### config.mk
export PLATFORM = sky130hd
export DESIGN_NAME = ecg_qrs_peak_detector
export DESIGN_NICKNAME = d
export VERILOG_FILES = /design/src/design/eqpd_pkg.sv /design/src/design/ecg_qrs_peak_detector.sv
export SDC_FILE = /design/constraint.sdc
export NUM_CORES = 2
export LEC_CHECK = 0
export BUFFER_PORTS_ARGS = -buffer_cell sky130_fd_sc_hd__buf_2
export CAP_MARGIN = 30
export CORE_UTILIZATION = 45
export CTS_BUF_LIST = sky130_fd_sc_hd__clkbuf_8
export DETAILED_ROUTE_END_ITERATION = 6
export GPL_ROUTABILITY_DRIVEN = 0
export SETUP_SLACK_MARGIN = 0.05
export SLEW_MARGIN = 10
export SYNTH_ARGS = -nofsm -noshare
export SYNTH_HDL_FRONTEND = slang
export SYNTH_SLANG_ARGS = --single-unit
### constraint.sdc
create_clock -name clk -period 21.9 [get_ports clk]
set_input_delay 3.285 -clock clk [delete_from_list [all_inputs] [get_ports clk]]
set_output_delay 3.285 -clock clk [all_outputs]
set_load 0.03 [all_outputs]
### src/design/eqpd_pkg.sv
`timescale 1ns / 1ps
`default_nettype none
// ----------------------------------------------------------------------------
// QRS peak detector package
// Shared constants for the QRS peak detector.
// ----------------------------------------------------------------------------
package eqpd_pkg;

  localparam int unsigned MaxWindowDefault  = 64;
  localparam int unsigned SampleBitsDefault = 12;
  localparam int unsigned LevelBits         = 24;
  localparam int unsigned SumBits           = 32;
  localparam int unsigned IndexBits         = 32;

  // Configuration register indexes.
  localparam logic [1:0] RegWindow = 2'd0;
  localparam logic [1:0] RegWeight = 2'd1;
  localparam logic [1:0] RegLearn  = 2'd2;
  // Unassigned index; writes to it are ignored.
  localparam logic [1:0] RegNone   = 2'd3;

  // Sequencer states, one-hot.
  typedef enum logic [4:0] {
    ST_IDLE = 5'b00001,
    ST_SQR  = 5'b00010,
    ST_SUM  = 5'b00100,
    ST_DIV  = 5'b01000,
    ST_THR  = 5'b10000
  } state_t;

endpackage
`default_nettype wire

### src/design/ecg_qrs_peak_detector.sv
`timescale 1ns / 1ps
`default_nettype none
// ----------------------------------------------------------------------------
// ECG QRS peak detector
// Squared derivative, moving average and adaptive R-peak threshold.
// ----------------------------------------------------------------------------
// One sample beat in gives one result beat out (the first sample after reset
// only primes the difference). A beat is processed by a bit-serial sequencer:
// a shift-and-add square, a window update, a restoring division of the window
// sum by the fill count, and a threshold step that includes its serial product.
// A new sample is taken only once the sequencer is back in idle, when the
// result of the last one has been loaded into the output register. During
// learning, except on its last sample, the threshold product is skipped.
// The result sits in an output register; the next sample is processed while it
// waits, and the sequencer only holds its own result (and so stalls the input)
// when the previous one is still untaken.
// Register writes are accepted only while the sequencer is idle.
module ecg_qrs_peak_detector
  import eqpd_pkg::*;
#(
  parameter int unsigned MAX_WINDOW  = MaxWindowDefault,
  parameter int unsigned SAMPLE_BITS = SampleBitsDefault
) (
  input  wire logic                   clk,
  input  wire logic                   rst,
  input  wire logic                   cfg_valid,
  output logic                        cfg_ready,
  input  wire logic [1:0]             cfg_index,
  input  wire logic [15:0]            cfg_data,
  input  wire logic                   in_valid,
  output logic                        in_stall,
  input  wire logic [SAMPLE_BITS-1:0] sample,
  output logic                        out_valid,
  input  wire logic                   out_stall,
  output logic [LevelBits-1:0]        average,
  output logic                        r_peak,
  output logic [IndexBits-1:0]        sample_index,
  output logic                        learning
);

  localparam int unsigned PtrBits  = (MAX_WINDOW > 1) ? $clog2(MAX_WINDOW) : 1;
  localparam int unsigned LenBits  = $clog2(MAX_WINDOW + 1);
  localparam int unsigned DiffBits = SAMPLE_BITS + 1;
  localparam int unsigned SqBits   = 2 * DiffBits;
  localparam int unsigned CntBits  = $clog2(SumBits + 1);
  localparam logic [LevelBits-1:0] LevelMax = '1;

  // Configuration registers.
  logic [6:0]  window_length;
  logic [9:0]  threshold_weight;
  logic [15:0] learn_length;

  // Detector state.
  logic signed [SAMPLE_BITS-1:0] previous_sample;
  logic                          have_previous;
  logic [PtrBits-1:0]            write_pointer;
  logic [LenBits-1:0]            fill_count;
  logic [SumBits-1:0]            running_sum;
  logic [LevelBits-1:0]          signal_level;
  logic [LevelBits-1:0]          noise_level;
  logic [LevelBits-1:0]          peak_limit;
  logic [LevelBits-1:0]          noise_limit;
  logic [15:0]                   learn_count;
  logic [LevelBits-1:0]          learn_maximum;
  logic [IndexBits-1:0]          index_counter;

  // Working registers.
  state_t               state;
  logic [CntBits-1:0]   count;
  logic [DiffBits-1:0]  mcand;
  logic [DiffBits-1:0]  mplier;
  logic [SqBits-1:0]    product;
  logic [LevelBits-1:0] square;
  logic                 sum_phase;
  logic [SumBits-1:0]   quotient;
  logic [SumBits-1:0]   remainder;
  logic [LevelBits-1:0] avg_reg;
  logic                 thr_sign;
  logic [LevelBits-1:0] thr_mag;
  logic [9:0]           thr_mult;
  logic [LevelBits+10-1:0] thr_acc;
  logic                 peak_reg;
  logic                 learn_reg;

  // Window memory.
  logic [LevelBits-1:0] window_store [MAX_WINDOW];
  logic [LevelBits-1:0] old_entry;
  logic [PtrBits-1:0]   old_addr;

  // Effective lengths.
  logic [LenBits-1:0] eff_len;
  logic [15:0]        eff_learn;
  always_comb begin
    if (window_length == 7'd0) begin
      eff_len = LenBits'(1);
    end else if (32'(window_length) > MAX_WINDOW) begin
      eff_len = LenBits'(MAX_WINDOW);
    end else begin
      eff_len = LenBits'(window_length);
    end
    eff_learn = (learn_length == 16'd0) ? 16'd1 : learn_length;
  end

  // Oldest entry lies eff_len slots behind the write pointer, wrapping.
  always_comb begin
    if (32'(write_pointer) >= 32'(eff_len)) begin
      old_addr = PtrBits'(32'(write_pointer) - 32'(eff_len));
    end else begin
      old_addr = PtrBits'(32'(write_pointer) + MAX_WINDOW - 32'(eff_len));
    end
  end

  always_ff @(posedge clk) begin
    if (state == ST_SQR && count == '0) begin
      old_entry <= window_store[old_addr];
    end
    if (state == ST_SUM && !sum_phase) begin
      window_store[write_pointer] <= square;
    end
  end

  // Restoring divide step.
  logic [SumBits:0]   rem_shift;
  logic [SumBits:0]   rem_sub;
  always_comb begin
    rem_shift = {remainder, quotient[SumBits-1]};
    rem_sub   = rem_shift - (SumBits+1)'(fill_count);
  end

  // Next threshold, signed combination of noise level and scaled difference.
  logic [LevelBits+10-1:0] scaled;
  logic signed [LevelBits+2:0] thr_sum;
  always_comb begin
    scaled  = thr_acc >> 8;
    thr_sum = thr_sign ? ($signed({3'b000, noise_level}) - $signed({1'b0, scaled[LevelBits+1:0]}))
                       : ($signed({3'b000, noise_level}) + $signed({1'b0, scaled[LevelBits+1:0]}));
  end

  // Level update helpers.
  logic [LevelBits+2:0] sig_upd;
  logic [LevelBits+2:0] noi_upd;
  always_comb begin
    sig_upd = ((LevelBits+3)'(avg_reg) + (LevelBits+3)'(7) * (LevelBits+3)'(signal_level)) >> 3;
    noi_upd = ((LevelBits+3)'(avg_reg) + (LevelBits+3)'(7) * (LevelBits+3)'(noise_level)) >> 3;
  end

  logic signed [DiffBits-1:0] diff;
  assign diff = DiffBits'(signed'(sample)) - DiffBits'(previous_sample);

  assign in_stall  = (state != ST_IDLE);
  assign cfg_ready = (state == ST_IDLE);

  // The finished result moves to the output register once that register is free.
  logic out_load;
  assign out_load = (state == ST_THR) && sum_phase && (count >= CntBits'(12))
                    && (!out_valid || !out_stall);

  // Threshold product ran only when thr_mult was loaded this beat.
  logic thr_ran;
  always_ff @(posedge clk) begin
    if (rst) begin
      thr_ran <= 1'b0;
    end else if (state == ST_THR && count == CntBits'(1)) begin
      thr_ran <= 1'b1;
    end else if (state == ST_IDLE) begin
      thr_ran <= 1'b0;
    end
  end

  // Main sequencer.
  always_ff @(posedge clk) begin
    if (rst) begin
      window_length    <= 7'd30;
      threshold_weight <= 10'd64;
      learn_length     <= 16'd100;
      previous_sample  <= '0;
      have_previous    <= 1'b0;
      write_pointer    <= '0;
      fill_count       <= '0;
      running_sum      <= '0;
      signal_level     <= '0;
      noise_level      <= '0;
      peak_limit       <= '0;
      noise_limit      <= '0;
      learn_count      <= '0;
      learn_maximum    <= '0;
      index_counter    <= '0;
      state            <= ST_IDLE;
      out_valid        <= 1'b0;
      count            <= '0;
      sum_phase        <= 1'b0;
    end else begin
      if (out_valid && !out_stall && !out_load) begin
        out_valid <= 1'b0;
      end
      if (cfg_valid && cfg_ready) begin
        unique case (cfg_index)
          RegWindow: begin
            window_length <= cfg_data[6:0];
            write_pointer <= '0;
            fill_count    <= '0;
            running_sum   <= '0;
          end
          RegWeight: threshold_weight <= cfg_data[9:0];
          RegLearn:  learn_length     <= cfg_data;
          default: ;
        endcase
      end
      unique case (state)
        ST_IDLE: begin
          if (in_valid && !in_stall) begin
            previous_sample <= signed'(sample);
            if (have_previous) begin
              mcand   <= diff[DiffBits-1] ? DiffBits'(-diff) : DiffBits'(diff);
              mplier  <= diff[DiffBits-1] ? DiffBits'(-diff) : DiffBits'(diff);
              product <= '0;
              count   <= '0;
              state   <= ST_SQR;
            end
            have_previous <= 1'b1;
          end
        end
        // Shift-and-add square, one multiplier bit a cycle.
        ST_SQR: begin
          if (mplier[0]) begin
            product <= product + (SqBits'(mcand) << count);
          end
          mplier <= mplier >> 1;
          if (32'(count) == DiffBits - 1) begin
            state     <= ST_SUM;
            sum_phase <= 1'b0;
          end
          count <= count + 1'b1;
        end
        // Window update, then divide setup.
        ST_SUM: begin
          if (!sum_phase) begin
            running_sum <= running_sum + SumBits'(square)
                           - ((fill_count >= eff_len) ? SumBits'(old_entry) : '0);
            write_pointer <= (32'(write_pointer) == MAX_WINDOW - 1) ? '0
                                                                    : write_pointer + 1'b1;
            if (fill_count < eff_len) begin
              fill_count <= fill_count + 1'b1;
            end else begin
              fill_count <= eff_len;
            end
            sum_phase <= 1'b1;
          end else begin
            quotient  <= running_sum;
            remainder <= '0;
            count     <= '0;
            state     <= ST_DIV;
          end
        end
        // Restoring division of the sum by the fill count.
        ST_DIV: begin
          if (!rem_sub[SumBits]) begin
            remainder <= rem_sub[SumBits-1:0];
            quotient  <= {quotient[SumBits-2:0], 1'b1};
          end else begin
            remainder <= rem_shift[SumBits-1:0];
            quotient  <= {quotient[SumBits-2:0], 1'b0};
          end
          if (32'(count) == SumBits - 1) begin
            state <= ST_THR;
            count <= '0;
            sum_phase <= 1'b0;
          end else begin
            count <= count + 1'b1;
          end
        end
        // Detection decision, then serial threshold product.
        ST_THR: begin
          if (!sum_phase) begin
            avg_reg   <= (quotient > SumBits'(LevelMax)) ? LevelMax
                                                         : quotient[LevelBits-1:0];
            sum_phase <= 1'b1;
            count     <= '0;
            peak_reg  <= 1'b0;
            learn_reg <= 1'b0;
          end else if (count == '0) begin
            // Apply level updates.
            if (learn_count < eff_learn) begin
              learn_reg <= 1'b1;
              if (learn_count + 16'd1 >= eff_learn) begin
                signal_level <= ((avg_reg > learn_maximum) ? avg_reg : learn_maximum) >> 3;
                noise_level  <= ((avg_reg > learn_maximum) ? avg_reg : learn_maximum) >> 3;
                count <= count + 1'b1;
              end else begin
                count <= CntBits'(12);
              end
              if (avg_reg > learn_maximum) begin
                learn_maximum <= avg_reg;
              end
              learn_count <= learn_count + 16'd1;
            end else begin
              if (avg_reg > peak_limit) begin
                peak_reg     <= 1'b1;
                signal_level <= sig_upd[LevelBits-1:0];
              end else if (avg_reg > noise_limit) begin
                noise_level <= noi_upd[LevelBits-1:0];
              end
              count <= count + 1'b1;
            end
          end else if (count == CntBits'(1)) begin
            thr_sign <= signal_level < noise_level;
            thr_mag  <= (signal_level < noise_level) ? noise_level - signal_level
                                                     : signal_level - noise_level;
            thr_mult <= threshold_weight;
            thr_acc  <= '0;
            count    <= count + 1'b1;
          end else if (count < CntBits'(12)) begin
            // One weight bit a cycle.
            if (thr_mult[0]) begin
              thr_acc <= thr_acc + ((LevelBits+10)'(thr_mag) << (count - CntBits'(2)));
            end
            thr_mult <= thr_mult >> 1;
            count    <= count + 1'b1;
          end else if (out_load) begin
            if (thr_ran) begin
              if (thr_sum < 0) begin
                peak_limit  <= '0;
                noise_limit <= '0;
              end else if (thr_sum > $signed({3'b000, LevelMax})) begin
                peak_limit  <= LevelMax;
                noise_limit <= LevelMax >> 1;
              end else begin
                peak_limit  <= thr_sum[LevelBits-1:0];
                noise_limit <= thr_sum[LevelBits-1:0] >> 1;
              end
            end
            average      <= avg_reg;
            r_peak       <= peak_reg;
            learning     <= learn_reg;
            sample_index <= index_counter;
            index_counter <= index_counter + 1'b1;
            out_valid    <= 1'b1;
            state        <= ST_IDLE;
          end
        end
        default: state <= ST_IDLE;
      endcase
    end
  end

  // Square register follows the product, saturated to the level width.
  always_ff @(posedge clk) begin
    if (state == ST_SUM && sum_phase == 1'b0) begin
      square <= square;
    end else if (SqBits > LevelBits && |(product >> LevelBits)) begin
      square <= LevelMax;
    end else begin
      square <= LevelBits'(product);
    end
  end

  // Assertions.
  a_fill_bound: assert property (@(posedge clk) disable iff (rst)
    fill_count <= LenBits'(MAX_WINDOW))
    else $error("fill count beyond window depth");
  a_thr_order: assert property (@(posedge clk) disable iff (rst)
    noise_limit <= peak_limit)
    else $error("noise threshold above peak threshold");
  a_no_accept_busy: assert property (@(posedge clk) disable iff (rst)
    (state != ST_IDLE) |-> in_stall)
    else $error("input accepted while busy");
  a_out_hold: assert property (@(posedge clk) disable iff (rst)
    (out_valid && out_stall) |=> (out_valid && $stable(sample_index)))
    else $error("result beat dropped while stalled");

endmodule
`default_nettype wire
# Word-level counts from Yosys, hierarchy flattened
# Memories as Yosys holds them, arrays and structs flattened. A register that Yosys moved wholly into a read port is not among the register bits.
# Cells that the tools add are included.
# word_totals
ff_bits	566
mem_count	1
ram_bits	1536
elab_cells	262
output_inout_bits	61
in_bits	35
# mem_list
name	depth	width	rd	rd_ports_with_merged_regs	write_ports	line_no	rtl
window_store	64	24	1	1	1	ecg_qrs_peak_detector.sv:86	logic [LevelBits-1:0] window_store [MAX_WINDOW];
# op_classes
add_sub_neg	22
n_shift	2
eq_ne	30
mul	2
bitwise	5
mux	91
n_lt_le_gt_ge	15
n_reduce_logical	56
# op_table
operator	count
24-bit 2-to-1 mux	11
32-bit 2-to-1 mux	7
32-bit case mux with 2 select lines	2
6-bit 2-to-1 mux	16
26-bit 2-to-1 mux	3
24-bit > comparator	3
34-bit 2-to-1 mux	2
24-bit by 27-bit adder with 27-bit output	2
3-bit by 24-bit multiplier with 27-bit output, first input constant	2
26-bit case mux with 2 select lines	1
5-bit 2-to-1 mux	10
7-bit 2-to-1 mux	7
24-bit subtractor	2
23-bit 2-to-1 mux	2
13-bit 2-to-1 mux	3
5-bit AND reduction	7
34-bit adder	1
24-bit by 6-bit left shift with 34-bit output	1
33-bit by 7-bit subtractor with 33-bit output	1
32-bit by 1-bit adder with 32-bit output, second input constant	1
32-bit by 24-bit adder with 32-bit output	1
32-bit by 24-bit > comparator with 1-bit output, second input constant	1
32-bit by 24-bit subtractor with 32-bit output	1
6-bit case mux with 5 select lines	1
62 further kinds	135

# Logic depth before layout (Yosys ltp)
# depth
word_depth	13
ltp_mapped	25
mapped_depth_nobuf	25

# Least setup slack after synthesis
# No wires, ideal clock.
# synth_timing
path_type	input port to flip-flop
from	input port rst
to	register average[0], enable pin
setup_time_ns	0.617
cell_stages	3
required_ns	21.283
arrival_time_ns	9.265
path_slack_ns	12.018
path_buffers	2
path_cell_list	clkbuf_1 clkbuf_1 nor4_1
# synth_between
elab_chain_cells	2
# synth_lines
element	line_no	rtl
start: declaration	ecg_qrs_peak_detector.sv:25	input wire logic rst,
1-bit NOT (no line)	-	
7-bit AND reduction (no line)	-	
end signal: assignment	ecg_qrs_peak_detector.sv:332	average <= avg_reg;
end: declaration	ecg_qrs_peak_detector.sv:35	output logic [LevelBits-1:0] average,
# Every way passes these cells.
# A chain may end at the register's enable or synchronous reset.

# Worst setup path after layout
# layout_timing
from	register count[2]
to	register thr_acc[32] (data pin)
# layout_between
elab_chain_cells	5
elab_cells_between_ends	6
classes_between	add/sub (2); eq/ne (1); shift (1); mux (2)
# layout_lines
element	line_no	rtl
start: declaration	ecg_qrs_peak_detector.sv:69	logic [CntBits-1:0] count;
start signal: assignment	ecg_qrs_peak_detector.sv:233	count <= count + 1'b1;
start signal: assignment	ecg_qrs_peak_detector.sv:269	count <= count + 1'b1;
start signal: assignment	ecg_qrs_peak_detector.sv:288	count <= count + 1'b1;
6-bit by 2-bit subtractor with 6-bit output	ecg_qrs_peak_detector.sv:315	thr_acc <= thr_acc + ((LevelBits+10)'(thr_mag) << (count - CntBits'(2)));
24-bit by 6-bit left shift with 34-bit output	ecg_qrs_peak_detector.sv:315	
34-bit adder	ecg_qrs_peak_detector.sv:315	
34-bit 2-to-1 mux	ecg_qrs_peak_detector.sv:314	if (thr_mult[0]) begin
34-bit 2-to-1 mux	ecg_qrs_peak_detector.sv:312	end else if (count < CntBits'(12)) begin
end signal: assignment	ecg_qrs_peak_detector.sv:315	
end: declaration	ecg_qrs_peak_detector.sv:81	logic [LevelBits+10-1:0] thr_acc;
# Parallel ways exist; a longest one is shown, timed or not. The select of a mux whose other input is x is not followed.

==> impl_metrics.py <==
metrics = {
    "final_layout": {
        "layoutNonFillerInstCount": 10370,
        "num-fill-cells": 18245,
        "nets": 7648,
        "synthToLayoutAreaGrowth_pct": 12.87,
        "ratio_of_cells_with_drive_above_1_in_the_final_layout_pct": 19.35,
        "top_regs": "window_store x1536, thr_acc x34",
        "largest-register": "window_store",
        "postLayoutCoreUtil_pct": 51.15,
        "largest_register_ffs": 1536,
    },
    "logic_synthesis": {
        "synthTopCellsByCount": "1853 x edfxtp_1, 526 x nor2_1, 491 x mux4_2, 379 x nand2_1, 365 x a21oi_1",
        "synth_area_leaders": "edfxtp_1 56%, mux4_2 11%, dfxtp_1 5.0%",
        "netlist.top_cell.by_area": "edfxtp_1",
        "synth_enable_flop_cells": 1853,
        "synth_top_area_share_pct": 55.88,
        "postSynth.asyncResetShare_pct": 0,
        "syn_area_per_cell_um2": 14.67,
        "synthesis.area_um2": 99570,
        "most_frequent_cell_after_synthesis": "edfxtp_1",
        "postSynthRegisterBits": 2102,
        "ys_warn_count": 0,
        "synth.distinct_cells": 89,
        "synth.yosys.seq_area_share_pct": 60.89,
        "synth_top_flop_cell": "edfxtp_1",
        "syn-num-nets": 7307,
        "post_synth_inst_count": 6786,
    },
    "floorplan": {
        "placementRows": 172,
        "chipWidth_um": 472.4,
        "die_area_um2": 223200,
        "io_pins": 96,
        "die-height_um": 472.4,
        "start_util_pct": 45.32,
        "core_area_um2": 219700,
    },
    "clock_network": {
        "htree_levels": 5,
        "clockBufferDepth": 4,
        "post-cts-setup-buffers": 0,
        "tritoncts": "yes",
        "cts.sink_count": 2102,
        "total_of_cells_resized_after_clock_tree_synthesis": 0,
        "clockRootBuffer": "clkbuf_8",
        "worst_skew_pair.late_latency_ns": 1.10,
        "number_of_buffers_inserted_during_clock_tree_synthesis": 367,
        "cts_hold_buffers": 0,
        "worst_setup_hold_path_clk_slew_ns": 0.06,
    },
    "timing": {
        "timing_hold_violations_final": 0,
        "tightest_slew_margin_relative_to_the_limit_pct": 30.07,
        "timing.setup.tns_ns": 0,
        "report.final.slew_viol_count": 0,
        "rsz0062_at_grt": "false",
        "clock.fmax_ghz": 0.1398,
        "report.final.setup_viol": 0,
        "min_period_over_period_pct": 32.67,
        "tightestPinTransition_ns": 1.049,
        "finClkSkew_ns": 0.09211,
        "layout_min_cycle_time_ns": 7.155,
        "timing.hold.ws_ns": 0.4530,
    },
    "critical_path": {
        "cp-end-kind": "register",
        "largest_incremental_delay_on_the_critical_path_ns": 0.84,
        "critical_path_peak_fanout": 24,
        "worst_setup_path_start_kind": "register",
        "path_delay_family": "compound AO/OA/AOI/OAI gates",
        "critical_path_required_ns": 22.67,
        "worstPathCellList": "inv_1, ha_1, clkinv_1, nor3_1, inv_1, nor2_1, nand2_1, fa_1, nor2b_1, o21a_1, o21ai_0, a21oi_1, o21ai_0, o31ai_1, a2111oi_0, o21a_1, o31a_1, mux2i_1",
        "wp_data_arrival_ns": 7.93,
        "worstSetupPathType": "register to register",
        "critPathBufInv": 3,
        "r2r_slack_ns": 14.75,
        "slowest_stage": "ha_1",
    },
    "grt": {
        "antenna_violations_before_repair": 25,
        "grt_first_pass_wirelength_um": 391700,
        "grt_usage_pct": 23.75,
        "via_count_of_the_first_global_routing_pass": 59754,
        "largest_net_degree_at_the_start_of_global_routing": 79,
        "grt.overflow.total": 0,
    },
    "power": {
        "seq_power_share_pct": 52.4,
        "powerDensity_nw_per_um2": 73.75,
        "power_frac_comb_pct": 6.2,
        "vdd.ir_drop.worst_mv": 0.06451,
        "leakage_nw": 39.05,
        "p_clk_share_pct": 41.4,
        "cellInternalPower_mw": 6.363,
        "power.switching_fraction_pct": 23.24,
        "power.switching_mw": 1.926,
    },
    "routing": {
        "drt-pass1-iter-count": 7,
        "drt_wl_total_um": 266000,
        "drt_iter0_drc": 5674,
        "post-route-drc-count": 0,
        "detailroute.via_count": 60087,
        "final_antenna_net_count": 0,
        "routed_wirelength_normalized_by_instance_count_um": 25.65,
        "vias_per_cell": 5.794,
    },
    "placed_design": {
        "port-buffer-count": 95,
        "place.detailed.instances": 9712,
        "hpwl_um": 171000,
    },
    "status": {
        "run_status": "finished, final reports clean",
    },
    "min_path": {
        "worst_hold_path_type": "register to register",
    },
    "flow_run": {
        "maxCapViolCount": 0,
    },
}
## layout make-up
type / count / area (µm²) / area share [%]
Sequential cell: 2102 / 60630 / 53.95
Multi-Input combinational cell: 4042 / 37130 / 33.03
Clock buffer: 382 / 5258 / 4.678
Tap cell: 2958 / 3701 / 3.293
Timing Repair Buffer: 265 / 2781 / 2.475
Clock inverter: 262 / 1559 / 1.387
Inverter: 349 / 1310 / 1.166
Antenna cell: 10 / 25.02 / 0.02226
## path summary, 6_finish.rpt
path	from	to	cells after the start
hold reg to reg	previous_sample[9]$_SDFFE_PP0P_	previous_sample[9]$_SDFFE_PP0P_	2
setup / recovery	count[2]$_SDFFE_PP0P_	thr_acc[32]$_SDFFCE_PP0P_	18
hold / removal	previous_sample[9]$_SDFFE_PP0P_	previous_sample[9]$_SDFFE_PP0P_	2
setup reg to reg	count[2]$_SDFFE_PP0P_	thr_acc[32]$_SDFFCE_PP0P_	18
## cells in the final DEF, fill, tap and decap left out, types with 67 or more instances in the layout
cell type     n
buf_4       104
clkinv_1     80
nand3_1      84
a21oi_1     361
fa_1        121
mux2i_1     124
inv_1       443
edfxtp_1   1853
xor2_1      101
nand2_1     379
xnor2_1     161
nor3_1       84
a21o_1      113
clkbuf_8    383
buf_2        97
mux4_2      491
nor2b_1      98
a211oi_1     94
dfxtp_1     247
or3_1        67
nor2_1      469
o21ai_0     173
ha_1        363
## routing by layer
metal / GRT usage, % / vias to the layer above / share of wire [%]
met2: 39.93 / 2137 / 50
met4: 9.804 / 4 / 4.0
met1: 30.70 / 30616 / 40
met3: 3.602 / 523 / 6.1
met5: 0 / - / 0.0079
li1: - / 26807 / -
## power groups by stage
stage               clock (mW)  sequential, mW  combinational (mW)
finish                    3.43            4.34               0.512
global route              3.66            4.34               0.544
CTS                       3.50            4.34               0.519
detailed placement           0            4.43               0.517
global placement             0            4.43               0.511
floorplan                    0            4.43               0.332
## per-stage QoR
step / total power [mW] / setup slack (ns) / instance area [µm²]
floorplan: 4.763 / 12.02 / 99570
global placement: 4.938 / 14.53 / 104100
detailed placement: 4.945 / 14.93 / 105500
CTS: 8.364 / 14.91 / 112300
global route: 8.550 / 14.23 / 112400
finish: 8.289 / 14.75 / 112400
## tightest hold or removal path, cell delays in order (launching register included)
cell	delay (ns)
dfxtp_1	0.31
nand2_1	0.05
a21oi_1	0.05
## logic make-up (layout without fill, tap and decap cells)
logic type / after synthesis / in the layout / share of synthesized area, %
adders and majority gates: 486 / 486 / 7.027
and+or+nand+nor: 1546 / 1546 / 7.420
other: 0 / 10 / 0
DFF: 2102 / 2102 / 60.89
muxes: 673 / 673 / 13.01
xor gates and xnor gates: 267 / 267 / 2.349
AOI/OAI and AO/OA: 1070 / 1070 / 6.872
buffers and inverters: 642 / 1258 / 2.436
(Power assumes the default switching activity.)
